==> config.mk <==
export PLATFORM = sky130hd
export DESIGN_NAME = rgb_to_hsv_convert_top
export DESIGN_NICKNAME = d
export VERILOG_FILES = /design/src/rtl/rhc_pkg.sv /design/src/rtl/rhc_div_pipe.sv /design/src/rtl/rgb_to_hsv_convert_top.sv
export SDC_FILE = /design/constraint.sdc
export NUM_CORES = 2
export LEC_CHECK = 0
export ABC_CLOCK_PERIOD_IN_PS = 21400
export BUFFER_PORTS_ARGS = -buffer_cell sky130_fd_sc_hd__buf_2
export CAP_MARGIN = 15
export CORE_UTILIZATION = 58
export CTS_BUF_LIST = sky130_fd_sc_hd__clkbuf_4 sky130_fd_sc_hd__clkbuf_8 sky130_fd_sc_hd__clkbuf_16
export DETAILED_ROUTE_END_ITERATION = 10
export PLACE_DENSITY = 0.8
export SLEW_MARGIN = 20
export SYNTH_ARGS = -nofsm -noshare
export SYNTH_HDL_FRONTEND = slang
export SYNTH_SLANG_ARGS = --single-unit
==> constraint.sdc <==
create_clock -name clk_i -period 21.4 [get_ports clk_i]
set_input_delay 2.14 -clock clk_i [delete_from_list [all_inputs] [get_ports clk_i]]
set_output_delay 2.14 -clock clk_i [all_outputs]
set_load 0.03 [all_outputs]
==> src/rtl/rhc_pkg.sv <==
// types and constants of the rgb to hsv converter
package rhc_pkg;

  localparam int CH_W  = 8;
  localparam int HUE_W = 13;
  localparam int SAT_W = 11;
  localparam int BRI_W = 11;

  localparam int DIV_STEPS = 2;

  localparam int HUE_SPAN  = 60;
  localparam int DEG_GREEN = 120;
  localparam int DEG_BLUE  = 240;
  localparam int DEG_FULL  = 360;
  localparam int PCT_FULL  = 100;
  localparam int CH_MAX    = 255;

  localparam int DEG_W = 9;

  typedef enum logic [1:0] {
    SECT_RED,
    SECT_RED_WRAP,
    SECT_GREEN,
    SECT_BLUE
  } rhc_sect_e;

  typedef struct packed {
    logic [CH_W-1:0] red;
    logic [CH_W-1:0] green;
    logic [CH_W-1:0] blue;
  } rhc_pix_t;

  typedef struct packed {
    logic [HUE_W-1:0] hue;
    logic             hue_undefined;
    logic [SAT_W-1:0] saturation;
    logic [BRI_W-1:0] brightness;
  } rhc_hsv_t;

  function automatic logic [DEG_W-1:0] hue_deg(input rhc_sect_e sect);
    logic [DEG_W-1:0] deg;
    case (sect)
      SECT_RED:      deg = '0;
      SECT_RED_WRAP: deg = DEG_W'(DEG_FULL);
      SECT_GREEN:    deg = DEG_W'(DEG_GREEN);
      SECT_BLUE:     deg = DEG_W'(DEG_BLUE);
      default:       deg = '0;
    endcase
    return deg;
  endfunction

endpackage

==> src/rtl/rhc_div_pipe.sv <==
// pipelined restoring divider, two quotient bits per stage
module rhc_div_pipe import rhc_pkg::*; #(
  parameter int NUM_W  = 22,
  parameter int DEN_W  = 8,
  parameter int QUOT_W = 11
) (
  input  logic              clk_i,
  input  logic              en_i,
  input  logic [NUM_W-1:0]  num_i,
  input  logic [DEN_W-1:0]  den_i,
  output logic [QUOT_W-1:0] quot_o,
  output logic [DEN_W-1:0]  rem_o
);

  localparam int Stages = (QUOT_W + DIV_STEPS - 1) / DIV_STEPS;
  localparam int Steps  = Stages * DIV_STEPS;
  localparam int CmpW   = NUM_W + DEN_W;

  logic [CmpW-1:0]   rem_q  [Stages];
  logic [QUOT_W-1:0] quot_q [Stages];
  logic [DEN_W-1:0]  den_q  [Stages];

  logic [CmpW-1:0]   r_in  [Steps];
  logic [CmpW-1:0]   r_out [Steps];
  logic [QUOT_W-1:0] q_in  [Steps];
  logic [QUOT_W-1:0] q_out [Steps];
  logic [DEN_W-1:0]  d_in  [Steps];

  for (genvar t = 0; t < Steps; t++) begin : g_step
    localparam int Idx = QUOT_W - 1 - t;

    if (t == 0) begin : g_first
      assign r_in[t] = CmpW'(num_i);
      assign q_in[t] = '0;
      assign d_in[t] = den_i;
    end else if ((t % DIV_STEPS) == 0) begin : g_reg
      assign r_in[t] = rem_q[t/DIV_STEPS - 1];
      assign q_in[t] = quot_q[t/DIV_STEPS - 1];
      assign d_in[t] = den_q[t/DIV_STEPS - 1];
    end else begin : g_chain
      assign r_in[t] = r_out[t-1];
      assign q_in[t] = q_out[t-1];
      assign d_in[t] = d_in[t-1];
    end

    if (Idx >= 0) begin : g_work
      logic [CmpW-1:0] sub_w;
      logic            ge_w;
      assign sub_w    = CmpW'(d_in[t]) << Idx;
      assign ge_w     = (r_in[t] >= sub_w);
      assign r_out[t] = ge_w ? (r_in[t] - sub_w) : r_in[t];
      assign q_out[t] = q_in[t] | (QUOT_W'(ge_w) << Idx);
    end else begin : g_pass
      assign r_out[t] = r_in[t];
      assign q_out[t] = q_in[t];
    end
  end

  for (genvar k = 0; k < Stages; k++) begin : g_stage
    always_ff @(posedge clk_i) begin
      if (en_i) begin
        rem_q[k]  <= r_out[k*DIV_STEPS + DIV_STEPS - 1];
        quot_q[k] <= q_out[k*DIV_STEPS + DIV_STEPS - 1];
        den_q[k]  <= d_in[k*DIV_STEPS + DIV_STEPS - 1];
      end
    end
  end

  assign quot_o = quot_q[Stages-1];
  assign rem_o  = rem_q[Stages-1][DEN_W-1:0];

endmodule

==> src/rtl/rgb_to_hsv_convert_top.sv <==
// rgb to hsv converter, top level with sector decode and output register
//
// usage: one request on in_data_i (red, green, blue bytes) per cycle while
// in_valid_i is high and in_stall_o is low. one result leaves on out_data_o
// (hue, hue_undefined, saturation, brightness) for every request, in order.
// quotient width Q = clog2(100 * 2^FRAC_BITS + 1); the restoring dividers
// resolve two quotient bits per stage. throughput: one pixel per cycle while
// no shown result is held by out_stall_i.
// stages: channel compare and sector pick, constant scaling, the divider
// stages, then the hue fix-up into the output register.
// reset clears every valid bit; results in flight are dropped.
// when out_stall_i is high while a result is shown, the whole pipeline
// holds and in_stall_o goes high in the same cycle; with no result shown,
// requests keep flowing whatever out_stall_i does.
module rgb_to_hsv_convert_top import rhc_pkg::*; #(
  parameter int FRAC_BITS = 4
) (
  input  logic     clk_i,
  input  logic     rst_ni,
  input  logic     in_valid_i,
  output logic     in_stall_o,
  input  rhc_pix_t in_data_i,
  output logic     out_valid_o,
  input  logic     out_stall_i,
  output rhc_hsv_t out_data_o
);

  localparam int Scale     = 1 << FRAC_BITS;
  localparam int NumW      = $clog2(PCT_FULL * Scale * CH_MAX + 1);
  localparam int QuotW     = $clog2(PCT_FULL * Scale + 1);
  localparam int HueFullW  = $clog2(DEG_FULL * Scale + 1);
  localparam int DivStages = (QuotW + DIV_STEPS - 1) / DIV_STEPS;
  localparam int HueExtW   = HueFullW + HUE_W;
  localparam int SatExtW   = QuotW + SAT_W;
  localparam int BriExtW   = QuotW + BRI_W;

  // brightness by reciprocal multiplication
  localparam int              BriShift  = NumW + CH_W;
  localparam longint unsigned BriRecip  =
    ((64'd1 << BriShift) + 64'(CH_MAX) - 64'd1) / 64'(CH_MAX);
  localparam longint unsigned BriMul    = BriRecip * (PCT_FULL * Scale);
  localparam int              BriProdW  = BriShift + QuotW;

  typedef struct packed {
    logic      und;
    logic      neg;
    rhc_sect_e sect;
  } rhc_side_t;

  logic adv;

  // sector decode
  logic            red_max, green_max;
  logic [CH_W-1:0] mx, mn, delta, num_p, num_m, abs_num;
  rhc_side_t       side_a;

  logic            vld_a_q;
  rhc_side_t       side_a_q;
  logic [CH_W-1:0] abs_a_q, delta_a_q, mx_a_q;

  // constant scaling
  logic                vld_b_q;
  rhc_side_t           side_b_q;
  logic [NumW-1:0]     hue_num_q, sat_num_q;
  logic [CH_W-1:0]     hue_den_q, sat_den_q;
  logic [BriProdW-1:0] bri_prod;
  logic [QuotW-1:0]    bri_b_q;

  // divider side lane
  logic             vld_q      [DivStages];
  rhc_side_t        side_q     [DivStages];
  logic [QuotW-1:0] bri_pipe_q [DivStages];

  logic [QuotW-1:0] hue_quot, sat_quot, bri_quot;
  logic [CH_W-1:0]  hue_rem;

  logic [HueFullW-1:0] hue_base, hue_q_ext, hue_full;
  logic [HueExtW-1:0]  hue_ext;
  logic [SatExtW-1:0]  sat_ext;
  logic [BriExtW-1:0]  bri_ext;
  rhc_hsv_t            res_d;

  logic     out_vld_q;
  rhc_hsv_t out_data_q;

  assign adv        = !out_vld_q || !out_stall_i;
  assign in_stall_o = !adv;

  always_comb begin
    red_max   = (in_data_i.red >= in_data_i.green) && (in_data_i.red >= in_data_i.blue);
    green_max = !red_max && (in_data_i.green >= in_data_i.blue);
    if (red_max) begin
      mx    = in_data_i.red;
      num_p = in_data_i.green;
      num_m = in_data_i.blue;
    end else if (green_max) begin
      mx    = in_data_i.green;
      num_p = in_data_i.blue;
      num_m = in_data_i.red;
    end else begin
      mx    = in_data_i.blue;
      num_p = in_data_i.red;
      num_m = in_data_i.green;
    end
    mn = in_data_i.red;
    if (in_data_i.green < mn) mn = in_data_i.green;
    if (in_data_i.blue < mn) mn = in_data_i.blue;
    delta      = mx - mn;
    side_a.neg = (num_m > num_p);
    abs_num    = side_a.neg ? (num_m - num_p) : (num_p - num_m);
    side_a.und = (delta == '0);
    if (red_max) begin
      side_a.sect = side_a.neg ? SECT_RED_WRAP : SECT_RED;
    end else if (green_max) begin
      side_a.sect = SECT_GREEN;
    end else begin
      side_a.sect = SECT_BLUE;
    end
  end

  assign bri_prod = BriProdW'(mx_a_q) * BriProdW'(BriMul);

  // valid bits
  always_ff @(posedge clk_i or negedge rst_ni) begin
    if (!rst_ni) begin
      vld_a_q   <= 1'b0;
      vld_b_q   <= 1'b0;
      vld_q     <= '{default: 1'b0};
      out_vld_q <= 1'b0;
    end else if (adv) begin
      vld_a_q   <= in_valid_i;
      vld_b_q   <= vld_a_q;
      vld_q[0]  <= vld_b_q;
      for (int k = 1; k < DivStages; k++) begin
        vld_q[k] <= vld_q[k-1];
      end
      out_vld_q <= vld_q[DivStages-1];
    end
  end

  // payload
  always_ff @(posedge clk_i) begin
    if (adv) begin
      side_a_q  <= side_a;
      abs_a_q   <= abs_num;
      delta_a_q <= delta;
      mx_a_q    <= mx;

      side_b_q  <= side_a_q;
      hue_num_q <= NumW'(abs_a_q) * NumW'(HUE_SPAN * Scale);
      sat_num_q <= NumW'(delta_a_q) * NumW'(PCT_FULL * Scale);
      bri_b_q   <= bri_prod[BriProdW-1 -: QuotW];
      hue_den_q <= side_a_q.und ? CH_W'(1) : delta_a_q;
      sat_den_q <= (mx_a_q == '0) ? CH_W'(1) : mx_a_q;

      side_q[0]     <= side_b_q;
      bri_pipe_q[0] <= bri_b_q;
      for (int k = 1; k < DivStages; k++) begin
        side_q[k]     <= side_q[k-1];
        bri_pipe_q[k] <= bri_pipe_q[k-1];
      end

      out_data_q <= res_d;
    end
  end

  rhc_div_pipe #(
    .NUM_W  (NumW),
    .DEN_W  (CH_W),
    .QUOT_W (QuotW)
  ) u_hue_div (
    .clk_i  (clk_i),
    .en_i   (adv),
    .num_i  (hue_num_q),
    .den_i  (hue_den_q),
    .quot_o (hue_quot),
    .rem_o  (hue_rem)
  );

  rhc_div_pipe #(
    .NUM_W  (NumW),
    .DEN_W  (CH_W),
    .QUOT_W (QuotW)
  ) u_sat_div (
    .clk_i  (clk_i),
    .en_i   (adv),
    .num_i  (sat_num_q),
    .den_i  (sat_den_q),
    .quot_o (sat_quot),
    .rem_o  ()
  );

  assign bri_quot = bri_pipe_q[DivStages-1];

  // hue fix-up, floor on the negative side
  always_comb begin
    hue_base  = HueFullW'(hue_deg(side_q[DivStages-1].sect)) << FRAC_BITS;
    hue_q_ext = HueFullW'(hue_quot);
    if (side_q[DivStages-1].neg) begin
      hue_full = hue_base - hue_q_ext - HueFullW'(hue_rem != '0);
    end else begin
      hue_full = hue_base + hue_q_ext;
    end
    hue_ext = HueExtW'(hue_full);
    sat_ext = SatExtW'(sat_quot);
    bri_ext = BriExtW'(bri_quot);

    res_d.hue           = side_q[DivStages-1].und ? '0 : hue_ext[HUE_W-1:0];
    res_d.hue_undefined = side_q[DivStages-1].und;
    res_d.saturation    = sat_ext[SAT_W-1:0];
    res_d.brightness    = bri_ext[BRI_W-1:0];
  end

  assign out_valid_o = out_vld_q;
  assign out_data_o  = out_data_q;

endmodule

Yosys cells after proc, flatten, opt, wreduce, memory -nomap -nowiden
Memory sizes are Yosys's and may differ from the RTL's. A register that Yosys moved wholly into a read port is not among the register bits.
Index checks and enable logic that the tools add are counted.
Storage, ports and cells
  bits in latches: 0
  memories: 8
  flip-flop bits (word level): 107
  bits in writable memories: 642
  input port bits: 28
  logic and storage cells: 164
  bits in read-only memories: 0
Operators by class
  bitwise logic cells: 20
  reductions and logical operators: 11
  multipliers: 3
  divide/modulo/power cells: 0
  add/sub/neg operators: 28
  equal/unequal tests: 3
  order comparisons: 28
  muxes and demuxes: 38
  shift-type cells: 0
Memories
  u_hue_div.rem_q: words 6, bits a word 27, read ports 6, clocked after memory_dff 0, write ports 6, line rhc_div_pipe.sv:19  | logic [CmpW-1:0] rem_q [Stages];
  u_sat_div.rem_q: words 6, bits a word 27, read ports 5, clocked after memory_dff 0, write ports 6, line rhc_div_pipe.sv:19
  bri_pipe_q: words 6, bits a word 11, read ports 6, clocked after memory_dff 1, write ports 6, line rgb_to_hsv_convert_top.sv:72  | logic [QuotW-1:0] bri_pipe_q [DivStages];
  u_hue_div.quot_q: words 6, bits a word 11, read ports 6, clocked after memory_dff 0, write ports 6, line rhc_div_pipe.sv:20  | logic [QUOT_W-1:0] quot_q [Stages];
  u_sat_div.quot_q: words 6, bits a word 11, read ports 6, clocked after memory_dff 1, write ports 6, line rhc_div_pipe.sv:20
  u_hue_div.den_q: words 6, bits a word 8, read ports 5, clocked after memory_dff 0, write ports 6, line rhc_div_pipe.sv:21  | logic [DEN_W-1:0] den_q [Stages];
  2 more memories
Operators by type and width (count)
  $mux W27: 22
  $mux W8: 9
  $ge A27 B10 Y1: 2
  $ge A27 B11 Y1: 2
  $ge A27 B12 Y1: 2
  $ge A27 B13 Y1: 2
  $ge A27 B14 Y1: 2
  $ge A27 B15 Y1: 2
  $ge A27 B16 Y1: 2
  $ge A27 B17 Y1: 2
  $ge A27 B8 Y1: 2
  $ge A27 B9 Y1: 2
  $sub A27 B10 Y27: 2
  $sub A27 B11 Y27: 2
  $sub A27 B12 Y27: 2
  $sub A27 B13 Y27: 2
  $sub A27 B14 Y27: 2
  $sub A27 B15 Y27: 2
  $sub A27 B16 Y27: 2
  $sub A27 B17 Y27: 2
  $sub A27 B8 Y27: 2
  $sub A27 B9 Y27: 2
  $pmux W9 S4: 1
  $mul A8 B24 Y32 const B: 1
  34 further kinds: 58

Depth between registers and ports, before layout
  word-level depth: 9
  gate-level depth with buffers: 28
  mapped depth without buffers: 27

Modules after synthesis
From an unflattened synthesis, not the netlist that was laid out.
Second synthesis, totals
  cells, all modules: 3969
  area, all modules: 43354.1 sq um
By module, submodules not included
  rhc_div_pipe (u_sat_div): cells an instance 1475, sequential area each 6726.5 sq um, area an instance 15357.2 sq um, instances 1
  rhc_div_pipe (u_hue_div): cells an instance 1432, sequential area each 6726.5 sq um, area an instance 14780.4 sq um, instances 1
  rgb_to_hsv_convert_top: cells an instance 1062, sequential area each 6531.3 sq um, area an instance 13216.4 sq um, instances 1

Worst setup path after synthesis
Ideal clock, no wire load.
  kind: input to output
  start point: input port out_stall_i
  end point: output port in_stall_o
  slack: -3.474 ns
  data arrival time: 22.734 ns
  stages on the path: 3
  buffers on the path: 1
  data required time: 19.260 ns
  cells stage by stage: nand2_1 clkbuf_1 inv_1
On the way
  word-level cells in the longest chain between the ends: 3
Ends and longest elaborated chain
  start: declaration: line rgb_to_hsv_convert_top.sv:24  | input logic out_stall_i,
  $logic_not A1 Y1: line rgb_to_hsv_convert_top.sv:86  | assign adv = !out_vld_q || !out_stall_i;
  $logic_or A1 B1 Y1: line rgb_to_hsv_convert_top.sv:86
  $logic_not A1 Y1: line rgb_to_hsv_convert_top.sv:87  | assign in_stall_o = !adv;
  end: declaration: line rgb_to_hsv_convert_top.sv:21  | output logic in_stall_o,
No other way between the ends.

Final worst setup path
  start point: input port in_data_i[17] in the netlist's numbering
  end point: register abs_a_q[5], data pin
On the way
  word-level cells in the longest chain between the ends: 8
  elaborated cells on any way between the ends: 13
  classes of those cells: add/sub: 2; order compare: 3; mux: 5; reduce/logical: 3
Ends and longest elaborated chain
  start: declaration: line rgb_to_hsv_convert_top.sv:22  | input rhc_pix_t in_data_i,
  $ge A8 B8 Y1: line rgb_to_hsv_convert_top.sv:90  | red_max = (in_data_i.red >= in_data_i.green) && (in_data_i.red >= in_data_i.blue);
  $logic_and A1 B1 Y1: line rgb_to_hsv_convert_top.sv:90
  $logic_not A1 Y1: line rgb_to_hsv_convert_top.sv:91  | green_max = !red_max && (in_data_i.green >= in_data_i.blue);
  $logic_and A1 B1 Y1: line rgb_to_hsv_convert_top.sv:91
  $mux W8: line rgb_to_hsv_convert_top.sv:96  | end else if (green_max) begin
  $mux W8: line rgb_to_hsv_convert_top.sv:92  | if (red_max) begin
  $sub A8 B8 Y8 or $gt A8 B8 Y1 (tied branches): line rgb_to_hsv_convert_top.sv:110, rgb_to_hsv_convert_top.sv:109
  $mux W8 (*): line rgb_to_hsv_convert_top.sv:110  | abs_num = side_a.neg ? (num_m - num_p) : (num_p - num_m);
  via abs_num[5]: line rgb_to_hsv_convert_top.sv:54  | logic [CH_W-1:0] mx, mn, delta, num_p, num_m, abs_num;
  end signal: assignment: line rgb_to_hsv_convert_top.sv:145  | abs_a_q <= abs_num;
  end: declaration: line rgb_to_hsv_convert_top.sv:59  | logic [CH_W-1:0] abs_a_q, delta_a_q, mx_a_q;
Mark *: on every way through the listed nets, which the timed path passes. The rest lies on a longest branch.
A chain may end at the register's enable or synchronous reset.

==> impl_metrics.csv <==
group,metric,value,unit
status,status,"completed",
timing,setup_tns,0,ps
setup_path,cp.required,21750,ps
global_route,grt_max_degree,195,
cts,clock_sinks,617,
route,postRouteAntennaNets,0,
cts,root_buffer,"clkbuf_16",
logic_synthesis,netlist_area,40000,um^2
die,start_util,59.1,%
die,die_w,265,um
setup_path,path_delay_family,"compound AO/OA/AOI/OAI gates",
cts,cts_made_buffers,66,
logic_synthesis,post-synth-top-area-fraction,45.6,%
route,drt_iter0_drc,1601,
timing,final_max_slew_viol_count,0,
die,core-area,67800,um^2
setup_path,cp-start-kind,"input port",
cts,h-tree-depth,3,
die,die_y,265,um
setup_path,crit_slowest_cell,"o21ai_1",
global_route,grt_pass1_vias,26400,
logic_synthesis,yosys_warnings,0,
logic_synthesis,ys_ff_latch,617,
die,placementRows,95,
setup_path,cpMostUsedCell,"o21ai_0",
cts,cts_hold_buf,0,
timing,rsz0062_at_grt,"false",
timing,worst_pin_slew,1030,ps
global_route,grt_pass1_wl,123000,um
setup_path,end_kind,"register",
logic_synthesis,synth_cell_types,95,
setup_path,slowest_delay,770,ps
logic_synthesis,synth_common_cells,"608 x edfxtp_1, 357 x ha_1, 345 x inv_1, 305 x nor2_1, 258 x a21oi_1",
logic_synthesis,synth.area.top_cells,"edfxtp_1 46%, ha_1 11%, xnor2_1 4.4%",
route,viasPerCell,5.71,
logic_synthesis,ys_async_sr_fraction,1.46,%
worst_hold_path,hold_path.class,"register to register",
logic_synthesis,yosysMostFrequentCell,"edfxtp_1",
setup_path,criticalPathCategory,"input port to register",
setup_path,r2r_start,"u_hue_div.den_q[0][1]$_DFFE_PN_",
timing,period_minus_slack,7340,ps
route,routed_wl,73200,um
die,ios,66,
die,dieArea,70100,um^2
timing,worst_clock_skew,24.1,ps
final_layout,fill_cells,5150,
setup_path,cp-startpoint,"in_data_i[17]",
worst_hold_path,hold_start,"u_hue_div.quot_q[2][9]$_DFFE_PN_",
route,drc,0,
timing,post-route-period-util,34.3,%
global_route,grt_use_total,21.1,%
setup_path,worst_ep_arrival_time,7690,ps
setup_path,crit_fanout,37,
logic_synthesis,synth_edf_count,608,
final_layout,finalInstanceArea,43600,um^2
logic_synthesis,syn_inst,3733,
place,hpwl,54400,um
final_layout,final_nets,4257,
global_route,antenna_found_initial,0,
cts,cts_resized,0,
route,drtPass1Iterations,6,
cts,cts.clk_slew.worst_paths,60,ps
final_layout,syn_to_final_growth,9.01,%
place,routabilityCongestion,0.909,
timing,hold_violations,0,
final_layout,drive_gt1_share,7.60,%
cts,cts_tree,"yes",
cts,cts_setup_buffers,0,
logic_synthesis,synth_area_leader_cell,"edfxtp_1",
route,wire_per_inst,15.4,um
place,io_buffers,65,
logic_synthesis,synth_fp_nets,4174,
logic_synthesis,synth-seq-area-share,46.2,%
setup_path,path_buf_inv,5,
global_route,gr-total-overflow,0,
timing,slew-limit-headroom,31.1,%
cts,clock_path_buffers,3,
job,maxCapViolCount,0,
timing,setup_viol,0,
place,postPlaceCellArea,41300,um^2
cts,clock_latency,620,ps
final_layout,num_antenna_cells,0,
logic_synthesis,synthFlopType,"edfxtp_1",
route,via_count,27100,
timing,fmax,0.136,GHz
logic_synthesis,synth.avg_cell_area,10.7,um^2
==> cell families after synthesis <==
group | Yosys count | synth area share, %
simple gates | 1101 | 14.2
compound gates | 777 | 12.3
flops | 617 | 46.2
fa+ha+maj | 414 | 14.0
buf+inv | 412 | 3.90
xor+xnor | 312 | 6.86
mux | 100 | 2.63
==> cells in the final DEF, fill, tap and decap left out, types with 40 or more instances in the layout <==
master | synthesis | layout
a21o_1 | 77 | 77
a21oi_1 | 258 | 258
and2_1 | 45 | 45
buf_2 | 6 | 65
clkbuf_16 | 0 | 68
edfxtp_1 | 608 | 608
fa_1 | 56 | 56
ha_1 | 357 | 357
inv_1 | 345 | 345
mux2_2 | 43 | 43
mux2i_1 | 57 | 57
nand2_1 | 213 | 212
nand2b_1 | 59 | 59
nand3_1 | 72 | 72
nand4_1 | 48 | 48
nor2_1 | 305 | 305
nor2b_1 | 53 | 53
nor3_1 | 85 | 85
nor4_1 | 40 | 40
o21ai_0 | 178 | 178
o21bai_1 | 43 | 43
xnor2_1 | 200 | 200
xor2_1 | 111 | 111
==> metal layers <==
metal,wire length [um],GRT usage [%],vias to the layer above
li1,-,-,13800
met1,31800,25.9,12600
met2,36600,37.9,498
met3,2660,2.90,149
met4,2030,7.19,0
met5,0,0,-
==> state kept, by name, indices dropped and copies added (netlist names), 4 cells and up <==
register,flops
u_hue_div.quot_q,41
bri_pipe_q,66
bri_b_q,11
u_sat_div.den_q,40
side_b_q,4
out_data_o,36
hue_den_q,8
abs_a_q,8
sat_num_q,13
u_hue_div.den_q,40
u_sat_div.rem_q,114
sat_den_q,8
hue_num_q,12
delta_a_q,8
vld_q,6
side_a_q,4
side_q,24
mx_a_q,8
u_sat_div.quot_q,41
u_hue_div.rem_q,122
==> layout make-up <==
class | instances | area [um^2] | share of cell area (%)
Timing Repair Buffer | 80 | 483 | 1.11
Multi-Input combinational cell | 2704 | 20000 | 45.8
Inverter | 347 | 1300 | 2.98
Clock inverter | 37 | 460 | 1.06
Tap cell | 873 | 1090 | 2.50
Clock buffer | 81 | 1810 | 4.15
Sequential cell | 617 | 18500 | 42.4
==> worst reg2reg max path, cell delays in order, from the launching register on <==
cell and delay [ps]:
edfxtp_1 380, inv_1 200, ha_1 290, nor2b_1 150, o21ai_0 200, a21boi_0 150
o21ai_0 310, a21oi_1 220, nor3_2 580, inv_1 380, nor2_1 190, a21oi_1 110
fa_1 460, a21o_1 190, a21oi_1 210, o21ai_0 110, a21oi_1 230, o21ai_0 110
a21oi_1 200, o211ai_1 140, a2111oi_0 380, nand4_1 830, and4b_1 570, xor2_1 140
==> worst paths after layout <==
check | cells past startpoint | to | slack, ps
max | 27 | abs_a_q[5]$_DFFE_PN_ | 14060
min | 0 | u_hue_div.quot_q[3][9]$_DFFE_PN_ | 410
max reg2reg | 23 | u_hue_div.rem_q[1][25]$_DFFE_PN_ | 14450
min reg2reg | 0 | u_hue_div.quot_q[3][9]$_DFFE_PN_ | 410
max in group asynchronous | 1 | vld_q[3]$_DFFE_PN0N_ | 19860
min in group asynchronous | 1 | vld_q[2]$_DFFE_PN0N_ | 1360
==> per-stage QoR <==
step / hold WS (ps) / setup slack, ps / std cells / utilization (%)
final: 409 / 14060 / 4739 / 64.4
after floorplan: 400 / 7430 / 3733 / -
after detailed placement: 405 / 13340 / 4620 / 61.0
after CTS: 405 / 13960 / 4738 / 64.4
after global routing: 417 / 13510 / 4739 / 64.4
after global placement: 401 / 13410 / 4620 / 61.0
Power is left out: the tool's default activity adds up to more than one toggle a clock period on the data nets, which glitch-free logic cannot reach.
